==> src/sv/tld_pkg.sv <==
// ============================================================================
// tld_pkg - shared types and constants for the trace loop detector
// Field widths, saturation limits and the divider request/response types.
// ============================================================================
`default_nettype none

package tld_pkg;

    // address item: segment in the upper half, offset in the lower half
    localparam int SEG_W         = 16;
    localparam int ADDR_W        = 2 * SEG_W;

    // run counter and reported period
    localparam int RUN_W         = 24;
    localparam int PERIOD_W      = 8;

    // default history depth
    localparam int DEPTH_DEFAULT = 512;

    // saturation limits and iteration bias
    localparam logic [RUN_W-1:0]    RUN_MAX    = {RUN_W{1'b1}};
    localparam logic [PERIOD_W-1:0] PERIOD_MAX = {PERIOD_W{1'b1}};
    localparam logic [RUN_W-1:0]    ITER_BIAS  = RUN_W'(2);

    // divider step counter width (counts RUN_W steps down to one)
    localparam int DIV_CNT_W     = $clog2(RUN_W + 1);

    // divider request
    typedef struct packed {
        logic                start;
        logic [RUN_W-1:0]    dividend;
        logic [PERIOD_W-1:0] divisor;
    } div_req_t;

    // divider response
    typedef struct packed {
        logic             busy;
        logic [RUN_W-1:0] quotient;
    } div_rsp_t;

endpackage

`default_nettype wire

==> src/sv/tld_cell.sv <==
// ============================================================================
// tld_cell - one period cell of the detector chain
// Holds the address seen PERIOD items ago and a count of consecutive items
// that equalled it; flags a full period repeat.
// ============================================================================
`default_nettype none

module tld_cell #(
    parameter int CNT_W   = 8,
    parameter int CNT_CAP = 255,
    parameter int PERIOD  = 1
) (
    input  wire logic                      clk,
    input  wire logic                      rst_n,
    input  wire logic                      shift_en,
    input  wire logic [tld_pkg::ADDR_W-1:0] item_word,
    input  wire logic [tld_pkg::ADDR_W-1:0] tap_in,
    output logic      [tld_pkg::ADDR_W-1:0] tap_out,
    output logic                           match
);

    logic [tld_pkg::ADDR_W-1:0] tap_reg;
    logic [CNT_W-1:0]           cnt_reg;
    logic [CNT_W-1:0]           cnt_next;
    logic                       match_reg;

    // run of equal compares, saturating; reset history is all zeros so the
    // count starts full
    always_comb
    begin
        if (item_word == tap_reg)
        begin
            if (cnt_reg == CNT_W'(CNT_CAP))
                cnt_next = cnt_reg;
            else
                cnt_next = cnt_reg + 1'b1;
        end
        else
        begin
            cnt_next = '0;
        end
    end

    // shift tap along, update count and repeat flag
    always_ff @(posedge clk or negedge rst_n)
    begin
        if (!rst_n)
        begin
            tap_reg   <= '0;
            cnt_reg   <= CNT_W'(CNT_CAP);
            match_reg <= 1'b0;
        end
        else if (shift_en)
        begin
            tap_reg   <= tap_in;
            cnt_reg   <= cnt_next;
            match_reg <= (cnt_next >= CNT_W'(PERIOD));
        end
    end

    assign tap_out = tap_reg;
    assign match   = match_reg;

endmodule

`default_nettype wire

==> config.mk <==
export PLATFORM = sky130hd
export DESIGN_NAME = tld_cell
export DESIGN_NICKNAME = d
export VERILOG_FILES = /design/src/sv/tld_pkg.sv /design/src/sv/tld_cell.sv
export SDC_FILE = /design/constraint.sdc
export NUM_CORES = 1
export LEC_CHECK = 0
export ABC_AREA = 1
export BUFFER_PORTS_ARGS = -buffer_cell sky130_fd_sc_hd__buf_2
export CELL_PAD_IN_SITES_DETAIL_PLACEMENT = 0
export CELL_PAD_IN_SITES_GLOBAL_PLACEMENT = 1
export CORE_MARGIN = 3
export CORE_UTILIZATION = 28
export DETAILED_ROUTE_END_ITERATION = 8
export GPL_ROUTABILITY_DRIVEN = 0
export GPL_TIMING_DRIVEN = 0
export PLACE_DENSITY_LB_ADDON = 0.1
export SYNTH_ARGS = -nofsm -noshare
export SYNTH_HDL_FRONTEND = slang
export SYNTH_SLANG_ARGS = --single-unit
==> constraint.sdc <==
create_clock -name clk -period 1.65 [get_ports clk]
set_clock_uncertainty 0.05 [all_clocks]
set_input_delay 0.33 -clock clk [delete_from_list [all_inputs] [get_ports clk]]
set_output_delay 0.33 -clock clk [all_outputs]
set_load 0.01 [all_outputs]
* Yosys cells after proc, flatten, opt, wreduce, memory -nomap -nowiden
Index checks and enable logic that the tools add are counted.
** Storage, ports and cells
- Bits in registers :: 41
- Latch bits :: 0
- Bits in writable memories :: 0
- Bits in read-only memories :: 0
- Bits of input ports :: 67
- Output and inout port bits :: 33
- Logic and storage cells :: 9
- Memories kept :: 0
** Operators by class
- Add/sub/neg operators :: 1
- Multipliers :: 0
- Div/mod/pow operators :: 0
- Order comparisons :: 1
- Equal/unequal tests :: 2
- Shift operators :: 0
- Mux-type cells :: 2
- Bitwise operators :: 0
- Reduce and logical (&&, ||, !) cells :: 0
** Operators with widths (number)
- 32-bit == test :: 1
- 8-bit two-way mux :: 2
- 8-bit by 1-bit adder with 8-bit output (second input constant) :: 1
- 8-bit == test (second input constant) :: 1
- 8-bit by 1-bit >= comparator with 1-bit output (second input constant) :: 1

* Depth between registers and ports, before layout
- Depth after elaboration :: 4
- Gate-level depth with buffers :: 11
- Mapped depth without buffers :: 11

* Least setup slack after synthesis
Ideal clock, no wire load.
- Path type :: reg-to-reg
- From :: register cnt_reg[0]
- To :: register match_reg (netlist: match)
- Library setup time :: 0.124 ns
- Arrival :: 1.493 ns
- Data required time :: 1.476 ns
- Slack :: -0.017 ns
- Cell stages (with the launch flop) :: 11
- Path buffers :: 0
- Clock period less this slack :: 1.667 ns
- Cell sequence :: dfstp_2 -> ha_1 -> nand3_2 -> nor2_2 -> nand3_2 -> nand2_1 -> o21ai_1 -> nand3_1 -> nand2_2 -> nor2_2 -> a21oi_2
** Between the ends
- Longest elaborated chain between the ends :: 4
- Elaborated cells on any way between the ends :: 5
- Those cells by class :: 1 x add/sub; 1 x order compare; 1 x eq/ne; 2 x mux
** RTL lines
- start: declaration :: RTL line tld_cell.sv:23 : logic [CNT_W-1:0] cnt_reg;
- start signal: assignment :: RTL line tld_cell.sv:50 : cnt_reg <= CNT_W'(CNT_CAP);
- start signal: assignment :: RTL line tld_cell.sv:56 : cnt_reg <= cnt_next;
- 8-bit by 1-bit adder with 8-bit output or 8-bit == test (tied branches) :: RTL line tld_cell.sv:36, tld_cell.sv:33
- 8-bit two-way mux (*) :: RTL line tld_cell.sv:33 : if (cnt_reg == CNT_W'(CNT_CAP))
- 8-bit two-way mux (*) :: RTL line tld_cell.sv:31 : if (item_word == tap_reg)
- 8-bit by 1-bit >= comparator with 1-bit output (*) :: RTL line tld_cell.sv:57 : match_reg <= (cnt_next >= CNT_W'(PERIOD));
- end signal: assignment :: RTL line tld_cell.sv:57
- end: declaration :: RTL line tld_cell.sv:25 : logic match_reg;
Every way passes the cells marked *; elsewhere a longest branch is shown, timed or not.
A chain may end at the register's enable or synchronous reset.

* Worst setup path after layout
- From :: register cnt_reg[1]
- To :: register match_reg (netlist: match)
The elaborated chain is that of the path after synthesis.

==> flow_summary.ini <==
[die]
io_pins = 100
die_w_um = 96.3
core_area_um2 = 7810
rows = 32
start_util = 0.292
die_area_um2 = 9270
fp.dieH_um = 96.3

[sta]
hold_viol = 0
drv_slew = 0
rsz0062_at_grt = yes
fin_setup_tns_ns = -0.119
setup_viol = 3
relSlewSlack = 0.377
max_freq_mhz = 575
finalCritPeriodShare = 1.05
tightestPinTransition_ns = 0.935
layout_setup_ws_ns = -0.0892
min_period_ns = 1.74
worst_hold_slack_ns = 0.122

[synth]
synth_mux_area_frac = 0
ys_types = 24
synth-xor-area-share = 0.0844
synth_compound_area_frac = 0.0652
ys_seq_area_frac = 0.454
synth_nets = 376
synth_top_family_by_area = simple AND/OR/NAND/NOR gates
synthSimpleGateAreaFrac = 0.319
syn-cell-area_um2 = 2280
synth-seq-cells = 41
postSynthCellCount = 308
synthAdderAreaFrac = 0.00548
ys.warnings.count = 0
postSynthAreaPerCell_um2 = 7.41

[clock_network]
numCtsBuffers = 5
clockBufferDepth = 2
cts.clk_slew.worst_paths_ns = 0.08
cts_root_buf = clkbuf_8
clock_sinks = 41
cts_tree = done
cts.htree.levels = 2
clock_latency_ns = 0.29

[detailed_routing]
drt_iter0_markers = 37
wl_mm = 5.96
drc = 0
firstDrtPassIters = 4
drtAntennaViolNets = 0
via_per_inst = 4.15
routed-via-count = 2150
wl_per_cell_um = 11.5

[place]
dp_hpwl_mm = 4.62
numPortBuffers = 99
post-place-cells = 509

[critical_path]
cp.arrival_ns = 1.92
crit_path_max_fanout = 7
crit_type = flop to flop
cp-start-kind = flop
required_ns = 1.83
cp-end-kind = flop

[cells_and_area]
layout-drive-gt1-share = 0.320
diodes = 0
final_common_cell = nand2_1
fillers = 878
num-nets-final = 483
finalNonFillerCells = 518
final_core_util = 0.390
final_cell_mix = nand2_1 (144), buf_2 (99), dfrtp_1 (33), inv_1 (30), xnor2_1 (21)
largest_register_ff_count = 32
ff_latch_area_um2 = 1040
area_growth_pct = 33.4
multi_input_area_um2 = 1130

[power_and_ir_drop]
peakVddDrop_uv = 289
power_frac_comb = 0.206
p_sw_w = 0.000662
p_leak_nw = 1.62
seqPwrFrac = 0.508
power.internal_w = 0.00159
p_sw_frac = 0.294
p_total_w = 0.00225
p_per_area_nw_per_um2 = 740
pwr-share-clk = 0.286

[global_route]
antenna_found_initial = 0
grt_pass1_wl_mm = 9.84
gr-total-overflow = 0
grt_pass1_vias = 2111
grt_max_degree = 42
grt_usage = 0.136

[run]
maxCapViolations = 0

[run_status]
outcome = finished, violations left
violations = setup timing

[min_path]
min_path_type = primary input to asynchronous set/reset pin
synth_stat cells (all sizes together):
library cell    n  area share
inv            30       0.049
xor2            1      0.0038
nand3          13       0.033
dfrtp          33        0.36
dfstp           8       0.092
o31ai           1      0.0055
xnor2          21       0.081
o21ai          21       0.046
clkbuf          8       0.018
ha              1      0.0055
a21oi           1      0.0038
nand2         147        0.24
o211ai          2      0.0066
o21a            1      0.0033
buf             1      0.0049
and2            1      0.0027
nand4           2      0.0055
nor2           15       0.031
or2             1      0.0027
power groups by stage:
stage          Combinational (W)  Clock (W)  Sequential [W]
2_1_floorplan           0.000213          0         0.00119
3_3_place_gp            0.000474          0         0.00117
3_5_place_dp            0.000477          0         0.00116
4_1_cts                 0.000478   0.000681         0.00115
5_1_grt                 0.000537   0.000708         0.00116
6_report                0.000465   0.000643         0.00114
timing repair:
item | 4_1_cts | 5_1_grt
buffers inserted | 0 | 1
hold buffers | 0 | 0
resized for setup | 3 | 2
pin swaps | 5 | 4
endpoints found under the hold margin | 0 | 0
endpoints found under the setup margin | 9 | 9
cloned | 0 | 0
stage by stage:
step,instance area (µm²),setup slack [ns]
2_1_floorplan,2310,0.00283
3_3_place_gp,2930,-0.147
3_5_place_dp,2930,-0.156
4_1_cts,3030,-0.100
5_1_grt,3040,-0.199
6_report,3040,-0.0892
critical path: stages (launching register included):
cell and delay (ns):
dfstp_2 0.60, ha_4 0.17, nand3_4 0.11, nor2_4 0.16, nand3_4 0.12, nand2_1 0.12, o211ai_1 0.10, nand2_1 0.10
nor2_2 0.05, a21oi_2 0.10
path summary, 6_finish.rpt:
kind,from,to,slack [ns],depth (start not counted)
setup / recovery,cnt_reg[1],match,-0.09,9
hold / removal,rst_n,tap_out[19],0.12,1
setup reg to reg,cnt_reg[1],match,-0.09,9
hold reg to reg,cnt_reg[4],cnt_reg[4],0.45,2
max in group asynchronous,rst_n,tap_out[4],0.84,1
min in group clk,tap_in[8],tap_out[8],0.18,3
cell type report:
cell class | count | area share
buffer | 9 | 0.0169
multi-input combinational | 228 | 0.372
clock inverter | 2 | 0.00329
inverter | 30 | 0.0370
timing repair buffer | 100 | 0.165
clock buffer | 6 | 0.0238
tap | 102 | 0.0419
sequential | 41 | 0.340
routing by layer:
metal | part of all wire | routed length, µm | track usage | vias to the layer above
li1 | - | - | - | 1151
met1 | 0.47 | 2810 | 0.180 | 935
met2 | 0.45 | 2670 | 0.212 | 62
met3 | 0.076 | 455 | 0.0453 | 2
met4 | 0.0039 | 23 | 0.0320 | 0
met5 | 0 | 0 | 0 | -
kinds of logic (layout without fill, tap and decap cells):
| group | count (synthesis) | in the layout |
|---|---|---|
| buffers and inverters | 39 | 147 |
| AOI/OAI and AO/OA | 26 | 26 |
| DFF | 41 | 41 |
| adders and majority gates | 1 | 1 |
| and+or+nand+nor | 179 | 179 |
| xor gates and xnor gates | 22 | 22 |
Note: power is estimated with default switching activity, not from simulation.
