**src/sv/tld_pkg.sv**
```systemverilog
// ============================================================================
// tld_pkg - shared types and constants for the trace loop detector
// Field widths, saturation limits and the divider request/response types.
// ============================================================================
`default_nettype none

package tld_pkg;

    // address item: segment in the upper half, offset in the lower half
    localparam int SEG_W         = 16;
    localparam int ADDR_W        = 2 * SEG_W;

    // run counter and reported period
    localparam int RUN_W         = 24;
    localparam int PERIOD_W      = 8;

    // default history depth
    localparam int DEPTH_DEFAULT = 512;

    // saturation limits and iteration bias
    localparam logic [RUN_W-1:0]    RUN_MAX    = {RUN_W{1'b1}};
    localparam logic [PERIOD_W-1:0] PERIOD_MAX = {PERIOD_W{1'b1}};
    localparam logic [RUN_W-1:0]    ITER_BIAS  = RUN_W'(2);

    // divider step counter width (counts RUN_W steps down to one)
    localparam int DIV_CNT_W     = $clog2(RUN_W + 1);

    // divider request
    typedef struct packed {
        logic                start;
        logic [RUN_W-1:0]    dividend;
        logic [PERIOD_W-1:0] divisor;
    } div_req_t;

    // divider response
    typedef struct packed {
        logic             busy;
        logic [RUN_W-1:0] quotient;
    } div_rsp_t;

endpackage

`default_nettype wire

```
**src/sv/tld_divider.sv**
```systemverilog
// ============================================================================
// tld_divider - iterative restoring divider
// Run count over period, one quotient bit per cycle.
// ============================================================================
`default_nettype none

module tld_divider (
    input  wire logic              clk,
    input  wire logic              rst_n,
    input  wire tld_pkg::div_req_t req,
    output tld_pkg::div_rsp_t      rsp
);

    localparam int RW = tld_pkg::RUN_W;
    localparam int PW = tld_pkg::PERIOD_W;

    logic                          busy_reg;
    logic [tld_pkg::DIV_CNT_W-1:0] cnt_reg;
    logic [RW-1:0]                 quo_reg;
    logic [PW-1:0]                 rem_reg;
    logic [PW-1:0]                 dvs_reg;

    logic [PW:0]   trial;
    logic [PW:0]   diff;
    logic          ge;
    logic [PW-1:0] rem_step;
    logic [RW-1:0] quo_step;

    // one restoring step
    always_comb
    begin
        trial    = {rem_reg, quo_reg[RW-1]};
        diff     = trial - {1'b0, dvs_reg};
        ge       = (trial >= {1'b0, dvs_reg});
        rem_step = ge ? diff[PW-1:0] : trial[PW-1:0];
        quo_step = {quo_reg[RW-2:0], ge};
    end

    // step control
    always_ff @(posedge clk or negedge rst_n)
    begin
        if (!rst_n)
        begin
            busy_reg <= 1'b0;
            cnt_reg  <= '0;
        end
        else if (req.start)
        begin
            busy_reg <= 1'b1;
            cnt_reg  <= tld_pkg::DIV_CNT_W'(RW);
        end
        else if (busy_reg)
        begin
            cnt_reg <= cnt_reg - 1'b1;
            if (cnt_reg == tld_pkg::DIV_CNT_W'(1))
                busy_reg <= 1'b0;
        end
    end

    // datapath
    always_ff @(posedge clk)
    begin
        if (req.start)
        begin
            quo_reg <= req.dividend;
            rem_reg <= '0;
            dvs_reg <= req.divisor;
        end
        else if (busy_reg)
        begin
            quo_reg <= quo_step;
            rem_reg <= rem_step;
        end
    end

    assign rsp.busy     = busy_reg;
    assign rsp.quotient = quo_reg;

endmodule

`default_nettype wire

```
**config.mk**
```make
export PLATFORM = sky130hd
export DESIGN_NAME = tld_divider
export DESIGN_NICKNAME = d
export VERILOG_FILES = /design/src/sv/tld_pkg.sv /design/src/sv/tld_divider.sv
export SDC_FILE = /design/constraint.sdc
export NUM_CORES = 1
export LEC_CHECK = 0
export ABC_AREA = 1
export CORE_ASPECT_RATIO = 1.25
export CORE_MARGIN = 1.5
export CORE_UTILIZATION = 60
export DETAILED_ROUTE_END_ITERATION = 8
export DONT_BUFFER_PORTS = 1
export PLACE_DENSITY = 0.77
export SYNTH_ARGS = -nofsm -noshare
export SYNTH_HDL_FRONTEND = slang
export SYNTH_SLANG_ARGS = --single-unit
```
**constraint.sdc**
```tcl
create_clock -name clk -period 2.6 [get_ports clk]
set_input_delay 0.26 -clock clk [delete_from_list [all_inputs] [get_ports clk]]
set_output_delay 0.26 -clock clk [all_outputs]
set_load 0.02 [all_outputs]
```
=== Yosys cells after proc, flatten, opt, wreduce, memory -nomap -nowiden ===
Index checks and enable logic that the tools add are counted.

* Bits in registers: 46
* Input bits: 35
* Word-level logic and storage cells: 18

* $add $sub $neg: 2
* Magnitude comparators: 1
* Eq/ne operators: 1
* Muxes and demuxes: 8
* Reductions and logical operators: 1

{| class="wikitable"
|+ Operator list
! operator !! number
|-
| 24-bit two-way mux || 2
|-
| 5-bit two-way mux || 2
|-
| 9-bit by 8-bit greater-or-equal comparator with 1-bit output || 1
|-
| 8-bit two-way mux || 1
|-
| 8-bit subtractor || 1
|-
| 5-bit by 1-bit == test with 1-bit output, second input constant || 1
|-
| 5-bit by 1-bit subtractor with 5-bit output, second input constant || 1
|-
| 1-bit two-way mux || 3
|-
| 2-bit nonzero test || 1
|}

=== Longest topological paths before layout ===
* Depth after elaboration: 4
* Mapped depth: 12
* Gate-level depth less buffers: 12

=== Least setup slack after synthesis ===
No wires, ideal clock.

* Path kind: register to register
* Start: reg quo_reg[23]
* End: reg rem_reg[4]
* Setup time: 113 ps
* Arrival: 1604 ps
* Data required time: 2487 ps
* Setup slack: 883 ps
* Cell stages (with the launch flop): 11
* Path buffers: 0
* Clock period less this slack: 1717 ps
* Path through: edfxtp_1 > inv_1 > ha_1 > fa_1 > inv_1 > nand3_1 > nand3_1 > xnor2_1 > nand2_1 > nand3_1 > nand2_1

* Longest elaborated chain between the ends: 2
* Elaborated cells between the ends (all ways): 3
* Classes of those cells: add/sub (1); order compare (1); mux (1)

{| class="wikitable"
|+ Ends and longest elaborated chain
! what !! line !! RTL
|-
| start: declaration || tld_divider.sv:19 || <nowiki>logic [RW-1:0] quo_reg;</nowiki>
|-
| start signal: assignment || tld_divider.sv:65 || <nowiki>quo_reg <= req.dividend;</nowiki>
|-
| start signal: assignment || tld_divider.sv:71 || <nowiki>quo_reg <= quo_step;</nowiki>
|-
| 8-bit subtractor or 9-bit by 8-bit greater-or-equal comparator with 1-bit output (tied branches) || tld_divider.sv:33, tld_divider.sv:34 ||
|-
| 8-bit two-way mux * || tld_divider.sv:35 || <nowiki>rem_step = ge ? diff[PW-1:0] : trial[PW-1:0];</nowiki>
|-
| end signal: assignment || tld_divider.sv:72 || <nowiki>rem_reg <= rem_step;</nowiki>
|-
| end: declaration || tld_divider.sv:20 || <nowiki>logic [PW-1:0] rem_reg;</nowiki>
|}

Mark *: on every way between the ends. The rest lies on a longest branch, timed or not.
A chain may end at the register's enable or synchronous reset.

=== Final worst setup path ===
* Start: reg quo_reg[23]
* End: reg rem_reg[5]

Same word-level chain as after synthesis.

==> impl_metrics.xml <==
<?xml version="1.0" encoding="UTF-8"?>
<metrics>
  <group name="critical_path">
    <metric name="worstSetupPathType" unit="">flip-flop to flip-flop</metric>
    <metric name="start_kind" unit="">flip-flop</metric>
    <metric name="crit_fanout" unit="">10</metric>
    <metric name="crit_path_end_kind" unit="">flip-flop</metric>
    <metric name="worst_setup_path_startpoint" unit="">quo_reg[23]</metric>
    <metric name="cp.required" unit="ns">2.84</metric>
    <metric name="critical_path.reg2reg.startpoint" unit="">quo_reg[23]</metric>
    <metric name="reg2regPathDepth" unit="">11</metric>
    <metric name="critical_path_arrival" unit="ns">2.07</metric>
  </group>
  <group name="clocking">
    <metric name="clock_tree_from_tritoncts" unit="">done</metric>
    <metric name="clkLatencyLatePin" unit="ns">0.30</metric>
    <metric name="clock_tree.root_cell" unit="">clkbuf_8</metric>
    <metric name="numCtsBuffers" unit="">5</metric>
    <metric name="cts_max_path_buffers" unit="">2</metric>
    <metric name="htree_num_levels" unit="">2</metric>
    <metric name="clk_transition_reported_paths" unit="ns">0.09</metric>
    <metric name="tritoncts_num_sinks" unit="">46</metric>
    <metric name="cts.repair.resized" unit="">0</metric>
  </group>
  <group name="power_and_ir_drop">
    <metric name="proportion_of_power_drawn_by_flip_flops_and_latches" unit="">0.489</metric>
    <metric name="p_sw" unit="W">0.0007654</metric>
    <metric name="peakVddDrop" unit="uV">421.7</metric>
    <metric name="comb_power_share" unit="">0.307</metric>
    <metric name="power_density" unit="nW/um^2">842.5</metric>
    <metric name="p_sw_frac" unit="">0.3614</metric>
    <metric name="power.share.clock" unit="">0.204</metric>
    <metric name="internal_power" unit="W">0.001352</metric>
    <metric name="power_leakage" unit="nW">1.231</metric>
  </group>
  <group name="sta">
    <metric name="post-route-period-util" unit="">0.7042</metric>
    <metric name="hold_violations" unit="">0</metric>
    <metric name="maxClockFrequency" unit="GHz">0.5461</metric>
    <metric name="final-max-slew-violation-count" unit="">0</metric>
    <metric name="setup_viol" unit="">0</metric>
    <metric name="worst_max_slew_pin_slew" unit="ns">0.5195</metric>
    <metric name="final.setup_skew" unit="ns">0.01353</metric>
    <metric name="period_minus_slack" unit="ns">1.831</metric>
    <metric name="fin_setup_tns" unit="ns">0</metric>
    <metric name="grt_setup_unrepaired" unit="">false</metric>
    <metric name="relSlewSlack" unit="">0.6532</metric>
  </group>
  <group name="yosys">
    <metric name="synth_simple_gate_area_frac" unit="">0.3075</metric>
    <metric name="syn-mean-instance-area" unit="um^2">8.735</metric>
    <metric name="synth_top_family_by_area" unit="">simple AND/OR/NAND/NOR gates</metric>
    <metric name="yosys.cell_types.count" unit="">33</metric>
    <metric name="ys.flop_type" unit="">edfxtp_1</metric>
    <metric name="synthMuxAreaShare" unit="">0</metric>
    <metric name="seq_area_frac_synth" unit="">0.5350</metric>
    <metric name="syn-num-nets" unit="">318</metric>
    <metric name="netlist_area" unit="um^2">2376</metric>
    <metric name="synth_seq_cells" unit="">46</metric>
    <metric name="synth_enable_flop_cells" unit="">32</metric>
    <metric name="async_flop_share" unit="">0.1304</metric>
    <metric name="complex_gate_fraction_of_the_synthesized_area" unit="">0.02949</metric>
    <metric name="fraction_of_synthesized_cell_area_in_xor_and_xnor_cells" unit="">0.01106</metric>
    <metric name="adder_and_majority_gate_portion_of_the_synthesized_area" unit="">0.06108</metric>
    <metric name="netlist_instances" unit="">272</metric>
    <metric name="synth-warning-count" unit="">0</metric>
  </group>
  <group name="detailed_routing">
    <metric name="post_drt_wl_per_cell" unit="um">13.36</metric>
    <metric name="finalWirelength" unit="um">4394</metric>
    <metric name="postRouteAntennaNets" unit="">0</metric>
    <metric name="detail_route.vias_per_cell" unit="">5.313</metric>
    <metric name="drt_iter0_drc" unit="">93</metric>
    <metric name="drc" unit="">0</metric>
    <metric name="vias" unit="">1748</metric>
    <metric name="firstDrtPassIters" unit="">5</metric>
  </group>
  <group name="die">
    <metric name="die-width" unit="um">59.29</metric>
    <metric name="row_count" unit="">25</metric>
    <metric name="initial_core_util" unit="">0.6278</metric>
    <metric name="design.die.area" unit="um^2">4349</metric>
    <metric name="io_pins" unit="">60</metric>
    <metric name="die_h" unit="um">73.36</metric>
    <metric name="placeableCoreArea" unit="um^2">3785</metric>
  </group>
  <group name="global_routing">
    <metric name="grt_first_pass_wirelength" unit="um">7182</metric>
    <metric name="antenna_found_initial" unit="">0</metric>
    <metric name="globalRoute.totalOverflow" unit="">0</metric>
    <metric name="track_usage" unit="">0.2222</metric>
    <metric name="first_global_vias" unit="">1703</metric>
    <metric name="grt_start_max_net_pins" unit="">36</metric>
  </group>
  <group name="finish">
    <metric name="final_common_cell" unit="">nand2_1</metric>
    <metric name="largest_register_ffs" unit="">24</metric>
    <metric name="n_antenna_cell" unit="">0</metric>
    <metric name="num-nets-final" unit="">320</metric>
    <metric name="share_of_post_route_cells_with_drive_strength_above_1" unit="">0.07273</metric>
    <metric name="layout_common_cells" unit="">nand2_1, edfxtp_1, inv_1</metric>
    <metric name="final_cell_area" unit="um^2">2514</metric>
    <metric name="area_growth_from_synthesis_to_layout" unit="%">5.792</metric>
  </group>
  <group name="place">
    <metric name="place_congestion" unit="">0.9016</metric>
    <metric name="placed_cell_area" unit="um^2">2416</metric>
    <metric name="placement.io_buffers" unit="">0</metric>
    <metric name="dp_hpwl" unit="um">3140</metric>
  </group>
  <group name="run_status">
    <metric name="status" unit="">completed</metric>
  </group>
  <group name="min_path">
    <metric name="count_of_cells_along_the_worst_hold_path" unit="">0</metric>
    <metric name="hold_path.startpoint" unit="">req[2]</metric>
    <metric name="holdCritPathClass" unit="">input port to flip-flop</metric>
  </group>
  <group name="job">
    <metric name="maxCapViolations" unit="">0</metric>
  </group>
</metrics>
cells by family after synthesis:
logic type                 after synthesis
and+or+nand+nor                        165
DFF                                     46
buffers and inverters                   34
AOI/OAI and AO/OA                       13
adders and majority gates               11
xor gates and xnor gates                 3
cell type report:
| type | count | area [um^2] |
|---|---|---|
| Multi-Input combinational cell | 192 | 972.2 |
| Inverter | 28 | 105.1 |
| Timing Repair Buffer | 1 | 10.01 |
| Clock inverter | 3 | 18.77 |
| Tap cell | 54 | 67.56 |
| Clock buffer | 5 | 68.82 |
| Fill cell | 321 | 1271 |
| Sequential cell | 46 | 1271 |
final timing paths:
kind | endpoint | slack, ns
hold reg to reg | rem_reg[6] | 0.47
setup / recovery | rem_reg[5] | 0.77
min in group asynchronous | busy_reg | 0.27
setup reg to reg | rem_reg[5] | 0.77
hold / removal | dvs_reg[2] | 0.05
max in group asynchronous | cnt_reg[2] | 2.10
power groups by stage:
stage | clock, W | combinational (W) | sequential (W)
6_report | 0.000432 | 0.000651 | 0.00103
5_1_grt | 0.000460 | 0.000751 | 0.00105
4_1_cts | 0.000441 | 0.000648 | 0.00103
3_5_place_dp | 0 | 0.000643 | 0.00105
3_3_place_gp | 0 | 0.000628 | 0.00105
2_1_floorplan | 0 | 0.000545 | 0.00102
stage by stage:
step	setup WS (ns)	util	total power, W	std cells	hold slack, ns
floorplan	0.8829	-	0.001570	272	-0.03559
global placement	0.8071	0.6383	0.001677	320	-0.03550
detailed placement	0.7817	0.6383	0.001692	320	-0.03549
CTS	0.7672	0.6641	0.002124	329	0.04235
global route	0.6116	0.6641	0.002258	329	0.03769
finish	0.7690	0.6641	0.002118	329	0.04550
Yosys cell counts, types with 2 or more instances:
library cell,number,area share
nand2_1,124,0.20
clkbuf_1,4,0.0063
nand3b_1,7,0.022
xor2_1,2,0.0074
nor2_1,8,0.013
nand3_1,15,0.032
o21ai_1,4,0.0084
a21oi_1,5,0.011
clkinv_1,2,0.0032
dfrtp_1,6,0.063
nand2_4,2,0.0095
dfxtp_1,8,0.067
ha_1,10,0.053
inv_1,23,0.036
edfxtp_1,32,0.40
inv_2,3,0.0047
worst max-delay path, cell delays in order, from the launching register on:
cell      delay, ns
edfxtp_1       0.47
inv_1          0.09
ha_1           0.31
nand2_1        0.08
nor2_1         0.04
nand2_1        0.07
nand2_1        0.09
nor2_4         0.26
nand2_4        0.13
nand2_1        0.09
nand3_1        0.07
nand2_1        0.06
repair_timing:
action                                  CTS  global route
buffers inserted                          0             0
endpoints found under the setup margin    0             0
hold endpoints to repair                  6             0
hold buffers                              1             0
layer usage:
metal,track usage,share of wire,vias up
met1,0.2627,0.40,802
li1,-,-,877
met5,0,0,-
met2,0.3541,0.50,65
met4,0.09343,0.012,0
met3,0.09155,0.090,4
Note: power is estimated with default switching activity, not from simulation.
