[src/sv/tld_first.sv]
// ============================================================================
// tld_first - registered priority tree
// Finds the lowest flagged leaf; every tree level is registered.
// ============================================================================
`default_nettype none

module tld_first #(
    parameter int IDX_W = 8
) (
    input  wire logic                    clk,
    input  wire logic                    rst_n,
    input  wire logic                    en,
    input  wire logic [(1<<IDX_W)-1:0]   leaf_found,
    output logic                         found,
    output logic      [IDX_W-1:0]        idx
);

    localparam int LEAVES = 1 << IDX_W;

    // heap layout: node i has children 2i and 2i+1, root is node 1
    logic             node_found_reg [1:LEAVES-1];
    logic [IDX_W-1:0] node_idx_reg   [1:LEAVES-1];

    for (genvar i = 1; i < LEAVES; i++)
    begin : g_node
        logic             lf;
        logic             rf;
        logic [IDX_W-1:0] li;
        logic [IDX_W-1:0] ri;

        if (2 * i >= LEAVES)
        begin : g_bottom
            assign lf = leaf_found[2*i-LEAVES];
            assign rf = leaf_found[2*i+1-LEAVES];
            assign li = IDX_W'(2*i-LEAVES);
            assign ri = IDX_W'(2*i+1-LEAVES);
        end
        else
        begin : g_inner
            assign lf = node_found_reg[2*i];
            assign rf = node_found_reg[2*i+1];
            assign li = node_idx_reg[2*i];
            assign ri = node_idx_reg[2*i+1];
        end

        // lower index wins
        always_ff @(posedge clk or negedge rst_n)
        begin
            if (!rst_n)
                node_found_reg[i] <= 1'b0;
            else if (en)
                node_found_reg[i] <= lf | rf;
        end

        always_ff @(posedge clk)
        begin
            if (en)
                node_idx_reg[i] <= lf ? li : ri;
        end
    end

    assign found = node_found_reg[1];
    assign idx   = node_idx_reg[1];

endmodule

`default_nettype wire

[config.mk]
export PLATFORM = sky130hd
export DESIGN_NAME = tld_first
export DESIGN_NICKNAME = d
export VERILOG_FILES = /design/src/sv/tld_first.sv
export SDC_FILE = /design/constraint.sdc
export NUM_CORES = 1
export LEC_CHECK = 0
export BUFFER_PORTS_ARGS = -buffer_cell sky130_fd_sc_hd__buf_2
export CAP_MARGIN = 20
export CORE_ASPECT_RATIO = 0.75
export CORE_MARGIN = 5
export CORE_UTILIZATION = 31
export CTS_CLUSTER_SIZE = 8
export DETAILED_ROUTE_END_ITERATION = 10
export PLACE_DENSITY_LB_ADDON = 0.15
export SYNTH_ARGS = -nofsm -noshare
export SYNTH_HDL_FRONTEND = slang
export SYNTH_SLANG_ARGS = --single-unit
[constraint.sdc]
create_clock -name clk -period 1.9 [get_ports clk]
set_clock_uncertainty 0.05 [all_clocks]
set_input_delay 0.285 -clock clk [delete_from_list [all_inputs] [get_ports clk]]
set_output_delay 0.285 -clock clk [all_outputs]
set_load 0.05 [all_outputs]
# ---- Yosys cells after proc, flatten, opt, wreduce, memory -nomap -nowiden
# Memories as Yosys holds them, arrays and structs flattened.
# Cells that the tools add are included.
dict set report op_classes {
  mux 257
  bitwise_logic 255
}
# op count
set ops {}
lappend ops {{$mux W8} 127}
lappend ops {{$or A1 B1 Y1} 255}
lappend ops {{$mux W1} 130}
dict set report totals {
  output_inout_bits 9
  memories 1
  mem_bits_rw 2040
  ff_bits 255
  elab_cells 768
  in_bits 259
}
# memory depth width rd rd_clocked_by_memory_dff wr line
set memory_table {}
lappend memory_table {node_idx_reg 255 8 255 0 255 22} ;# logic [IDX_W-1:0] node_idx_reg [1:LEAVES-1];

# ---- Logic depth before layout (Yosys ltp)
# Gate-level depths: netlist of the first run.
dict set report depth {
  word_depth 2
  mapped_depth 5
  depth_no_buf 2
}

# ---- Worst setup path after synthesis of the first run
# No wires, ideal clock.
dict set report synth_timing {
  path_kind {register to register}
  start {register node_found_reg (netlist bit g_node[1].lf)}
  end {register node_idx_reg[0][10] (netlist name)}
  slack_ns 0.785
  required_time_ns 1.590
  period_less_slack_ns 1.115
  n_path_buf 1
  path_stages_with_launch 3
  t_arrival_ns 0.805
  setup_time_ns 0.260
  path_cell_list {dfrtp_1 -> buf_2 -> mux2_2}
}
# element line
set synth_rtl {}
lappend synth_rtl {{start: declaration} 21} ;# logic node_found_reg [1:LEAVES-1];
lappend synth_rtl {{start signal: indexed assignment} 52} ;# node_found_reg[i] <= lf | rf;

==> results of run 1 <==
kinds of logic (layout without fill, tap and decap cells):
group / after synthesis / count (layout) / share of synthesized area
flip-flops: 757 / 757 / 0.754
buffers and inverters: 319 / 1029 / 0.0471
multiplexers: 247 / 247 / 0.0978
AO/OA/AOI/OAI: 382 / 382 / 0.0672
other: 0 / 2 / 0
AND/OR/NAND/NOR: 256 / 256 / 0.0338
synthesized netlist by cell type:
cell type / instances
sky130_fd_sc_hd__edfxtp_1: 502
sky130_fd_sc_hd__nor2_1: 256
sky130_fd_sc_hd__dfrtp_1: 255
sky130_fd_sc_hd__inv_1: 255
sky130_fd_sc_hd__mux2_2: 247
sky130_fd_sc_hd__o21ai_0: 227
sky130_fd_sc_hd__a21oi_1: 128
sky130_fd_sc_hd__buf_2: 35
sky130_fd_sc_hd__o21ai_1: 27
sky130_fd_sc_hd__buf_4: 13
sky130_fd_sc_hd__clkbuf_2: 10
sky130_fd_sc_hd__buf_6: 5
sky130_fd_sc_hd__clkbuf_1: 1
through the flow:
step | cell area [um^2] | std cells | util | worst slack [ns] | power, mW
2_1_floorplan | 28400 | 1961 | - | 0.785 | 21.4
3_5_place_dp | 31600 | 3440 | 0.346 | 0.416 | 22.8
6_report | 37300 | 3898 | 0.409 | 0.109 | 40.2
4_1_cts | 37300 | 3896 | 0.408 | 0.0829 | 40.9
3_3_place_gp | 31600 | 3440 | 0.346 | 0.443 | 22.8
5_1_grt | 37300 | 3896 | 0.408 | 0.00174 | 42.1
metal layers:
metal  wire [um]  vias up
met5          48        -
met1       30100     8127
met3        2730      118
met2       28200      299
li1            -     8116
met4        1470        8
power by group through the flow:
stage	clock, mW	sequential, mW	combinational, mW
6_report	17.3	20.0	2.95
4_1_cts	17.9	20.0	3.02
2_1_floorplan	0	20.0	1.37
5_1_grt	18.7	20.1	3.30
3_5_place_dp	0	20.3	2.56
3_3_place_gp	0	20.3	2.54
layout make-up:
class / instances / area (um^2) / area share
diodes: 2 / 5.00 / 0.000134
clock buffers: 189 / 2970 / 0.0797
inverters: 255 / 957 / 0.0257
well taps: 1225 / 1530 / 0.0411
flip-flops and latches: 757 / 21500 / 0.575
clock inverters: 5 / 80.1 / 0.00215
multi-input cells: 885 / 5650 / 0.152
repair buffers: 580 / 4640 / 0.124
what timing repair did:
item / CTS / global route
hold buffers: 262 / 0
endpoints found under the hold margin: 515 / 0
endpoints found under the setup margin: 0 / 1
gates resized for setup: 0 / 2
buffers inserted: 0 / 0
worst max-delay path by stage:
stage	startpoint	to	slack, ns
floorplan	g_node[1].lf	node_idx_reg[0][10]	0.79
global placement	en	node_idx_reg[0][504]	0.44
detailed placement	en	g_node[93].lf	0.42
CTS	en	g_node[64].lf	0.08
global route	en	g_node[64].lf	0.002
finish	en	g_node[64].lf	0.11
cell usage in the layout (no fill, tap or decap), drive strengths merged:
cell type,netlist,final
dfrtp,255,255
clkbuf,11,189
edfxtp,502,502
dlygate4sd3,0,262
buf,53,318
clkinv,0,3
o21ai,254,254
mux2,247,247
a21oi,128,128
inv,255,257
diode,0,2
nor2,256,256
==> summary.md, run 1 <==
| Metric | Value |
|---|---|
| Switching Share | `0.222` |
| Area share of the largest cell type after synthesis | `0.530` |
| Logic pwr share | `0.073` |
| Global route overflow | `0` |
| Register-to-register path setup slack | `0.61 ns` |
| Hold Vio Cnt, Final | `0` |
| Total length of routed wires | `62.5 mm` |
| Number of antenna violations at the first check in global routing | `7` |
| Transition time at the pin with the least slew margin | `0.482 ns` |
| Standard cell core area | `91300 um^2` |
| Peak supply drop | `approximately 0.0007 V` |
| Critical path arrival | `2.31 ns` |
| Setup TNS Final | `0 ns` |
| Cell breakdown of the critical path | `dlygate4sd3_1, buf_12, buf_16, buf_12, o21ai_0, dlygate4sd3_1, o21ai_0` |
| Number of flip-flops under the largest register name | `502` |
| Sum of buffers and inverters on the critical path | `5` |
| DRC violation count after routing | `0` |
| Fmax | `558 MHz` |
| Critical R2R Capture | `g_node[83].lf` |
| Placer's final routability congestion estimate | `between 0.7 and 0.8` |
| Result of the run | `complete, no violations` |
| Met3 demand-to-capacity share in global routing | `0.0299` |
| Logic depth of the worst setup path including buffers | `7` |
| Share of the yosys chip area belonging to registers | `0.754` |
| Number of core rows | `96` |
| Worst-case headroom to the max-slew limit | `0.675` |
| Source-to-sink clock delay at the later pin of the worst-skew pair | `0.64 ns` |
| Total iterations of the first detailed-routing run | `5` |
| Routed via count divided by cell count | `4.28` |
| Overall die area | `approximately 98000 um^2` |
| R2r startpoint | `g_node[83].lf` |
| Power density of the placed cells | `between 1000 and 1500 nW/um^2` |
| Number of nets in the synthesized netlist | `2220` |
| Wire length of the first global-routing pass | `99.7 mm` |
| Kind of start point of the critical path | `input port` |
| Share of cells above drive strength 1 | `0.253` |
| Worst-case reg-to-reg path depth | `3` |
| RSZ-0062 raised after global routing | `false` |
| Cts bufs inserted | `104` |
| Element type at the critical path end | `register` |
| Worst hold path class | `input port to async pin` |
| Busiest metal layer after global routing | `met2` |
| Synthesis-to-layout area growth | `31.1%` |
| Pin count of the biggest net entering global routing | `88` |
| Count of H-tree levels built during CTS | `3` |
| Final count of negative-setup-slack endpoints | `0` |
| Portion of total power attributed to the clock network | `0.430` |
| CTS Buffer Depth | `3` |
| Root Driver | `sky130_fd_sc_hd__clkbuf_16` |
| CTS Sinks | `757` |
| Filler Cell Count | `roughly 8500` |
| Delay of the slowest cell on the worst path | `0.58 ns` |
| Routed length per instance | `16.0 um` |
| Max-cap viol count | `0` |
| Effective utilization at floorplan | `0.312` |
| Top-level port count | `approximately 270` |
| Aggregate global-route resource usage | `0.129` |
| Crit Path Max Fanout | `33` |
| Violation count after the first detailed-routing iteration | `933` |
| Internal cell power | `31.3 mW` |
| M2 GR Usage | `0.197` |
| Period utilisation layout | `0.942` |
| Count of cell types in the netlist | `13` |
| Vias post-DR | `about 17000` |
| Number of global-route vias before repair | `18000` |
| Cell type group with the largest total delay on the critical path | `buffers and inverters` |
| X dimension of the die | `~360 um` |
| Met1 Track Usage GR | `0.183` |
| Total half-perimeter wirelength after legalization and detailed placement | `41.1 mm` |
| Clock tree from TritonCTS | `built` |
| Critical path start-end classification | `input port to register` |
| Netlist area before placement | `28400 um^2` |
| IO Port Bufs | `267` |
| Minimum hold slack | `0.107 ns` |
| Die Y | `272 um` |
| Required time reported for the critical path endpoint | `2.41 ns` |
| Synth warnings | `0` |
| Slowest cell on crit path | `sky130_fd_sc_hd__dlygate4sd3_1` |
| Count of state elements after synthesis | `roughly 760` |
| Main area contributors after synthesis | `sky130_fd_sc_hd__edfxtp_1 53%, sky130_fd_sc_hd__dfrtp_1 22%, sky130_fd_sc_hd__mux2_2 9.8%` |
| Final min period | `1.79 ns` |
| Number of standard cells after synthesis | `1961` |
| Number of max-slew violations in the final report | `0` |
| Net switching power | `between 8 and 9 mW` |
| Cell taking the most area after synthesis | `sky130_fd_sc_hd__edfxtp_1` |
| Final #Nets | `2842` |
| Register share of total power | `0.497` |
| CTS clock-pin slew for the worst setup and hold paths | `0.05 ns` |
| Post-DRT Antenna Nets | `0` |
| Mapped Avg Cell Area | `14.5 um^2` |
| Static Leak | `14.9 nW` |
No activity file was read; power rests on OpenSTA's default activity.
==> run 2, diff against run 1 <==
--- a/config.mk
+++ b/config.mk
@@ -7,7 +7,7 @@
 export LEC_CHECK = 0
 export BUFFER_PORTS_ARGS = -buffer_cell sky130_fd_sc_hd__buf_2
 export CAP_MARGIN = 20
-export CORE_ASPECT_RATIO = 0.75
+export CORE_ASPECT_RATIO = 0.5
 export CORE_MARGIN = 5
 export CORE_UTILIZATION = 31
 export CTS_CLUSTER_SIZE = 8
==> summary.md, run 2 (synthesis results as in run 1) <==
| Metric | Value |
|---|---|
| IO Port Bufs | `267 (unchanged)` |
| Total iterations of the first detailed-routing run | `5 (unchanged)` |
| Count of H-tree levels built during CTS | `3 (unchanged)` |
| Filler Cell Count | `8497 (+0.12%)` |
| Area of combinational cells with multiple inputs | `5650 um^2 (unchanged)` |
| Clock tree from TritonCTS | `built` |
| Number of max-slew violations in the final report | `0 (unchanged)` |
| Worst-case reg-to-reg path depth | `2 (-1)` |
| Final #Nets | `2850 (+0.28%)` |
| Kind of start point of the critical path | `register` |
| Result of the run | `complete, no violations` |
| Period utilisation layout | `0.883 (-0.0591)` |
| Final min period | `1.68 ns (-0.112 ns)` |
| Source-to-sink clock delay at the later pin of the worst-skew pair | `0.65 ns (about the same)` |
| Cell breakdown of the critical path | `buf_2` |
| Power density of the placed cells | `1070 nW/um^2 (-0.82%)` |
| Routed via count divided by cell count | `4.24 (-0.77%)` |
| Most common cell after layout, fill and taps aside | `sky130_fd_sc_hd__edfxtp_1` |
| Top-level port count | `268 (unchanged)` |
| X dimension of the die | `438 um (+22%)` |
| Final count of negative-setup-slack endpoints | `0 (unchanged)` |
| Standard cell core area | `90900 um^2 (-0.47%)` |
| Vias post-DR | `16600 (-0.41%)` |
| Transition time at the pin with the least slew margin | `0.751 ns (+0.269 ns)` |
| Critical path arrival | `1.34 ns (-0.97 ns)` |
| Delay of the slowest cell on the worst path | `0.40 ns (-0.18 ns)` |
| Register-to-register path setup slack | `0.38 ns (-0.23 ns)` |
| Violation count after the first detailed-routing iteration | `953 (+2.1%)` |
| Share of cells above drive strength 1 | `0.255 (+0.00150)` |
| Routed length per instance | `15.7 um (-2.1%)` |
| Critical path start-end classification | `register to output pin` |
| Sum of buffers and inverters on the critical path | `1 (-4)` |
| Global route overflow | `0 (unchanged)` |
| Static Leak | `14.9 nW (+0.17%)` |
| Logic depth of the worst setup path including buffers | `1 (-6)` |
| DRC violation count after routing | `0 (unchanged)` |
| Cell type group with the largest total delay on the critical path | `flip-flops` |
| Setup repair bufs after CTS | `0 (unchanged)` |
| Wire length of the first global-routing pass | `98.3 mm (-1.3%)` |
| Root Driver | `sky130_fd_sc_hd__clkbuf_16` |
| Number of flip-flops under the largest register name | `502 (unchanged)` |
| Slowest cell on crit path | `sky130_fd_sc_hd__dfrtp_1` |
| Cts bufs inserted | `104 (unchanged)` |
| Overall die area | `98300 um^2 (+0.31%)` |
| Element type at the critical path end | `output pin` |
| Pin count of the biggest net entering global routing | `72 (-18%)` |
| Worst hold path class | `input port to async pin` |
| Die Y | `224 um (-18%)` |
| Number of core rows | `78 (-19%)` |
| Critical R2R Capture | `g_node[2].lf` |
| Most used cells in the layout excluding fill and tap cells | `502 x sky130_fd_sc_hd__edfxtp_1, 265 x sky130_fd_sc_hd__buf_2, 264 x sky130_fd_sc_hd__dlygate4sd3_1` |
| Synthesis-to-layout area growth | `31.3%` |
| Fmax | `596 MHz (+6.7%)` |
| Total half-perimeter wirelength after legalization and detailed placement | `39.9 mm (-3.0%)` |
| Number of antenna violations at the first check in global routing | `3 (-4)` |
| R2r startpoint | `g_node[4].lf` |
| Placer's final routability congestion estimate | `0.735 (-2.9%)` |
| Effective utilization at floorplan | `0.313 (+0.00147)` |
| Worst-case headroom to the max-slew limit | `0.494 (-0.181)` |
| Required time reported for the critical path endpoint | `1.56 ns (-0.85 ns)` |
| Number of global-route vias before repair | `18200 (+1.2%)` |
| Total length of routed wires | `61.4 mm (-1.7%)` |
| CTS Buffer Depth | `3 (unchanged)` |
| RSZ-0062 raised after global routing | `false` |
| Crit Path Max Fanout | `2 (-94%)` |
| Post-DRT Antenna Nets | `0 (unchanged)` |
| CTS Sinks | `757 (unchanged)` |
| Power Total | `39.9 mW (-0.65%)` |
| Setup TNS Final | `0 ns (unchanged)` |
| Hold Vio Cnt, Final | `0 (unchanged)` |
| Aggregate global-route resource usage | `0.127 (-0.00188)` |
| Max-cap viol count | `0 (unchanged)` |
| CTS clock-pin slew for the worst setup and hold paths | `0.05 ns (about the same)` |
| Peak supply drop | `0.000697 V (-3.1%)` |
| Footprint of the flip-flops and latches | `21500 um^2 (unchanged)` |
## run 2: through the flow
| step | cells | area [um^2] | worst slack [ns] | hold WS, ns | utilization |
|---|---|---|---|---|---|
| final | 3912 | 37400 | 0.222 | 0.0586 | 0.411 |
| after floorplan | 1961 | 28400 | 0.785 | -0.0606 | - |
| after detailed placement | 3461 | 31700 | 0.388 | 0.136 | 0.349 |
| after global placement | 3461 | 31700 | 0.423 | 0.132 | 0.349 |
| after global routing | 3912 | 37400 | 0.130 | 0.0511 | 0.411 |
| after CTS | 3911 | 37400 | 0.111 | 0.00599 | 0.411 |
## run 2: where the power goes
group / switching, mW / total, mW / internal (mW)
registers: 0.671 / 19.9 / 19.3
clock network: 6.67 / 17.0 / 10.4
logic: 1.38 / 2.94 / 1.56
total: 8.72 / 39.9 / 31.2
## run 2: layout make-up
type | instances | area share
Antenna cell | 1 | 0.0000670
Clock buffer | 183 | 0.0790
Clock inverter | 3 | 0.000904
Inverter | 255 | 0.0256
Multi-Input combinational cell | 885 | 0.151
Sequential cell | 757 | 0.574
Tap cell | 1240 | 0.0415
Timing Repair Buffer | 588 | 0.127
## run 2: worst max path at each step
stage                             from             endpoint
after detailed placement            en        g_node[36].lf
final                            found                found
after global placement              en        g_node[37].lf
after global routing             found                found
after floorplan           g_node[1].lf  node_idx_reg[0][10]
after CTS                        found                found
## run 2: timing repair
action                                 4_1_cts  5_1_grt
resized for setup                            0        0
endpoints found under the hold margin      493        0
hold buffers                               264        0
## run 2: routing by layer
metal / global-route usage / wire (um)
met1: 0.165 / 27900
met4: 0.0440 / 1590
met5: 0 / 0
met2: 0.212 / 30100
met3: 0.0262 / 1900
